==> src/design/tkps_pkg.sv <==
// Shared types and constants for the top-K pattern selector.
// No dependencies; every other design file imports this package.
package tkps_pkg;

    localparam int MAX_ENTRIES     = 8;
    localparam int MAX_PATTERN_LEN = 8;
    localparam int ATTR_WIDTH      = 16;
    localparam int CNT_W           = 4;
    localparam int IDX_W           = 3;
    localparam int CFG_IDX_W       = 2;
    localparam int CFG_DATA_W      = 17;
    localparam int PROD_W          = 49;

    localparam logic signed [31:0] Q_MOST_NEG = 32'sh8000_0000;

    localparam logic [2:0] OPC_PUSH  = 3'd0;
    localparam logic [2:0] OPC_POP   = 3'd1;
    localparam logic [2:0] OPC_EMIT  = 3'd2;
    localparam logic [2:0] OPC_TEST  = 3'd3;
    localparam logic [2:0] OPC_DRAIN = 3'd4;

    localparam logic [1:0] ERR_NONE      = 2'd0;
    localparam logic [1:0] ERR_OVERFLOW  = 2'd1;
    localparam logic [1:0] ERR_UNDERFLOW = 2'd2;

    localparam logic [CFG_IDX_W-1:0] REG_K_LIMIT = 2'd0;
    localparam logic [CFG_IDX_W-1:0] REG_ALPHA   = 2'd1;

    typedef enum logic [2:0] {
        K_PUSH, K_POP, K_EMIT, K_TEST, K_DRAIN, K_NOP
    } t_kind;

    typedef enum logic [1:0] {
        BK_IDLE, BK_INSERT, BK_TEST, BK_DRAIN
    } t_bk_state;

    typedef struct packed {
        logic [2:0]         opcode;
        logic [15:0]        attribute;
        logic signed [31:0] value;
    } t_in_word;

    typedef struct packed {
        t_kind                 kind;
        logic [ATTR_WIDTH-1:0] attribute;
        logic signed [31:0]    value;
    } t_cmd;

    typedef struct packed {
        logic               keep;
        logic signed [31:0] worst_score;
        logic [3:0]         entry_count;
        logic [31:0]        emitted_total;
        logic [15:0]        attr_out;
        logic               attr_valid;
        logic signed [31:0] score_out;
        logic               entry_end;
        logic               last;
        logic [1:0]         error;
    } t_out_word;

    typedef struct packed {
        logic [3:0]  k_limit;
        logic [16:0] alpha_scale;
    } t_cfg;

    typedef logic [MAX_PATTERN_LEN-1:0][ATTR_WIDTH-1:0] t_row;

endpackage

==> src/design/tkps_front.sv <==
// Front end: two-word input queue that decodes each opcode into a command kind.
// Depends on tkps_pkg.
module tkps_front (
    input  logic            i_clk,
    input  logic            i_rst_n,
    input  logic            i_push,
    output logic            o_full,
    input  tkps_pkg::t_in_word i_in,
    output logic            o_cmd_valid,
    output tkps_pkg::t_cmd  o_cmd,
    input  logic            i_cmd_take
);
    import tkps_pkg::*;

    t_cmd       r_q [2];
    logic       r_wp, r_rp;
    logic [1:0] r_cnt;
    t_cmd       w_dec;
    logic       w_wr, w_rd;

    always_comb begin
        case (i_in.opcode)
            OPC_PUSH:  w_dec.kind = K_PUSH;
            OPC_POP:   w_dec.kind = K_POP;
            OPC_EMIT:  w_dec.kind = K_EMIT;
            OPC_TEST:  w_dec.kind = K_TEST;
            OPC_DRAIN: w_dec.kind = K_DRAIN;
            default:   w_dec.kind = K_NOP;
        endcase
        w_dec.attribute = i_in.attribute[ATTR_WIDTH-1:0];
        w_dec.value     = i_in.value;
    end

    assign o_full      = (r_cnt == 2'd2);
    assign o_cmd_valid = (r_cnt != 2'd0);
    assign o_cmd       = r_q[r_rp];
    assign w_wr        = i_push && !o_full;
    assign w_rd        = i_cmd_take && o_cmd_valid;

    always_ff @(posedge i_clk) begin
        if (!i_rst_n) begin
            r_wp  <= 1'b0;
            r_rp  <= 1'b0;
            r_cnt <= 2'd0;
        end else begin
            if (w_wr) r_wp <= !r_wp;
            if (w_rd) r_rp <= !r_rp;
            r_cnt <= r_cnt + {1'b0, w_wr} - {1'b0, w_rd};
        end
    end

    always_ff @(posedge i_clk) begin
        if (w_wr) r_q[r_wp] <= w_dec;
    end

endmodule

==> config.mk <==
export PLATFORM = sky130hd
export DESIGN_NAME = tkps_front
export DESIGN_NICKNAME = d
export VERILOG_FILES = /design/src/design/tkps_pkg.sv /design/src/design/tkps_front.sv
export SDC_FILE = /design/constraint.sdc
export NUM_CORES = 1
export LEC_CHECK = 0
export BUFFER_PORTS_ARGS = -buffer_cell sky130_fd_sc_hd__buf_2
export CORE_AREA = 10 10 130 132
export CTS_BUF_LIST = sky130_fd_sc_hd__clkbuf_2
export DETAILED_ROUTE_END_ITERATION = 10
export DIE_AREA = 0 0 140 142
export HOLD_SLACK_MARGIN = 0.06
export MAX_ROUTING_LAYER = met4
export PLACE_DENSITY = 0.49
export SETUP_SLACK_MARGIN = 0.05
export SLEW_MARGIN = 5
export SYNTH_ARGS = -nofsm -noshare
export SYNTH_HDL_FRONTEND = slang
export SYNTH_SLANG_ARGS = --single-unit
==> constraint.sdc <==
create_clock -name i_clk -period 7.4 [get_ports i_clk]
set_input_delay 1.48 -clock i_clk [delete_from_list [all_inputs] [get_ports i_clk]]
set_output_delay 1.48 -clock i_clk [all_outputs]
set_load 0.02 [all_outputs]
==> summary.txt <==
Status
  • Status: completed

Critical path
  • CP Max Fanout: 51
  • CP required: 5.92 ns
  • Crit path kind: reg2out
  • CP cell instances: mux2_2, buf_2
  • Crit. End Element: output pin
  • Slowest stage delay, CP: 1.08 ns
  • Worst EP arrival: 2.23 ns
  • Slowest CP cell: dfxtp_4
  • Type of origin of the critical path: flop

Synthesis
  • Biggest area consumer among synthesized cells: edfxtp_1
  • Post-synth top area share: 73.10%
  • Mapped Area: 0.004190 mm²
  • EDFF count, synth: 102
  • Unique masters post-synth: 22
  • Synth Flop Type: edfxtp_1
  • Cell count after synthesis: 189
  • Synth cell count leaders: edfxtp_1 (102), mux2_4 (50), buf_12 (5), dfxtp_1 (5), nor2_1 (4)
  • Synth top area cells: edfxtp_1 (73%), mux2_4 (18%), buf_12 (2.4%)
  • Most common cell in the synthesized netlist: edfxtp_1
  • Yosys reg bits: 107
  • Mapped Avg Cell Area: 22.17 µm²
  • Ys async rst share: 0%
  • Yosys warning count: 0
  • Sequential element share of the synthesized area: 75.49%
  • Syn Nets: 246

Timing
  • Final setup fails: 0
  • Final slew viol count: 0
  • RSZ-0062 raised after global routing: no
  • Slew @ Worst Pin: 1.011 ns
  • Final WS setup: 3.685 ns
  • Final period util: 50.20%
  • Final critical path time including I/O delays and setup: 3.715 ns
  • Final Hold Viols: 0
  • Worst Clk Skew: 0.02020 ns
  • Setup TNS: 0 ns
  • Rel. slew slack: 32.61%
  • Hold_ws: 0.5382 ns
  • Fmax: 269.2 MHz

Clocking
  • Cts repair resizes: 0
  • Post-CTS Setup Inserts: 0
  • Num CTS Buffers: 9
  • Maximum clock path buffer count: 2
  • Worst-path clk slew: 0.24 ns
  • Worst-skew pair later-pin latency: 0.57 ns
  • CTS tree: yes
  • CTS Root Cell: clkbuf_2
  • H-tree Lvls: 3
  • CTS Sinks: 107
  • # hold bufs at CTS: 0

Floorplan
  • Die ar.: 0.01988 mm²
  • Number of I/O pins: 108
  • Core area: 0.01431 mm²
  • # rows: 44
  • Die width: 140 µm
  • Chip height: 142 µm
  • Initial cell density of the core: 29.27%

Detailed routing
  • DR WL/cell: 16.35 µm
  • Pre-antenna DRT Iters: 4
  • Detailed Route Iter0 Violations: 58
  • Routed WL: 8042 µm
  • Drt drc: 0
  • Vias per Instance: 4.065
  • Post-route ant nets: 0
  • DR vias: 2000

Place
  • Detail Placement HPWL: 5430 µm
  • Pre-CTS worst setup slack: 4.131 ns
  • Cell Area, Placed: 0.004868 mm²
  • Placed Instances: 475
  • Number of port buffers: 107
  • Final Wtd Congestion: 0.6684

Pwr
  • Power per cell area: 336.8 mW/mm²
  • Peak supply drop: 0.1380 mV
  • P_leak: 1.952 nW
  • Pwr Total: 1.674 mW

Global routing
  • Initial antenna violation count: 0
  • GRT Total Usage: 8.290%
  • Largest net degree at the start of global routing: 52
  • First-pass GRT wire length: 12070 µm
  • Via count of the first global-routing pass: 2278
  • Grt total ovfl: 0

Finish
  • Layout filler cell count: 1398
  • Final Util: 34.73%
  • Area Growth Syn to Fin: 18.63%
  • Final instance area: 0.004971 mm²
  • Final Non-Filler Cells: 492
  • Ratio of cells with drive above 1 in the final layout: 57.33%
  • Final #Nets: 359

Flow run
  • MaxCap Viol Count: 0

Worst hold path
  • Hold crit path type: reg2reg
-- cells by family (layout without fill, tap and decap cells) --
kind of cell             count (synthesis)  after routing  share of synthesized area [%]
flip-flops                             107            107                          75.49
multiplexers                            52             52                          18.42
AND/OR/NAND/NOR                         14             14                          1.702
buffers and inverters                   10            128                          3.016
adder cells (fa/ha/maj)                  2              2                         0.5971
AO/OA/AOI/OAI                            2              2                         0.3584
XOR/XNOR                                 2              2                         0.4181
other                                    0              1                              0
-- state kept, by name, summed over array words and instances, names as in the netlist, named ones only --
register,cells
r_rp,1
r_q,102
r_cnt,2
r_wp,1
-- critical path, delay by kind of cell (launching register included) --
family | cells | cell delay, ns
muxes | 1 | 0.42
DFF | 1 | 1.08
buffers and inverters | 1 | 0.16
-- cell usage in the layout (no fill, tap or decap), drive strengths merged --
master  instances
buf           109
edfxtp        102
mux2           51
clkbuf         11
dfxtp           5
clkinv          4
nor2            4
inv             3
nand2b          2
nand2           2
and2            2
ha              2
diode           1
o21a            1
a21o            1
or2             1
nor2b           1
xnor2           1
and3            1
mux2i           1
xor2            1
nor3            1
bufinv          1
-- worst paths after layout --
path | cells after the start | start | slack, ns | endpoint
worst min-delay path | 2 | r_wp | 0.54 | r_wp
worst min register to register | 2 | r_wp | 0.54 | r_wp
worst max-delay path | 2 | flop | 3.69 | o_cmd[50]
worst max register to register | 4 | r_cnt[0] | 5.27 | r_q[0][25]
-- per-layer routing --
metal	wire length, µm	vias to the layer above	part of all wire (%)	global-route usage, %
met2	3850	70	48	12.74
li1	-	955	-	-
met1	3475	962	43	9.026
met4	197	0	2.4	4.728
met3	518	13	6.4	3.271
met5	0	-	0	-
-- report_power, final --
part           leakage, nW  switching, mW  total, mW  internal [mW]
logic                0.891          0.287      0.557          0.270
registers            0.995         0.0855      0.866          0.780
clock network       0.0661          0.175      0.251         0.0766
-- area by class of cell --
class | count | area (µm²) | area share (%)
Clock buffer | 11 | 55.05 | 1.107
Multi-Input combinational cell | 72 | 909.6 | 18.30
Clock inverter | 5 | 45.04 | 0.9061
Antenna cell | 1 | 2.502 | 0.05034
Sequential cell | 107 | 3167 | 63.71
Tap cell | 184 | 230.2 | 4.631
Inverter | 3 | 11.26 | 0.2265
Timing Repair Buffer | 109 | 550.5 | 11.07
Note: power is estimated with default switching activity, not from simulation.
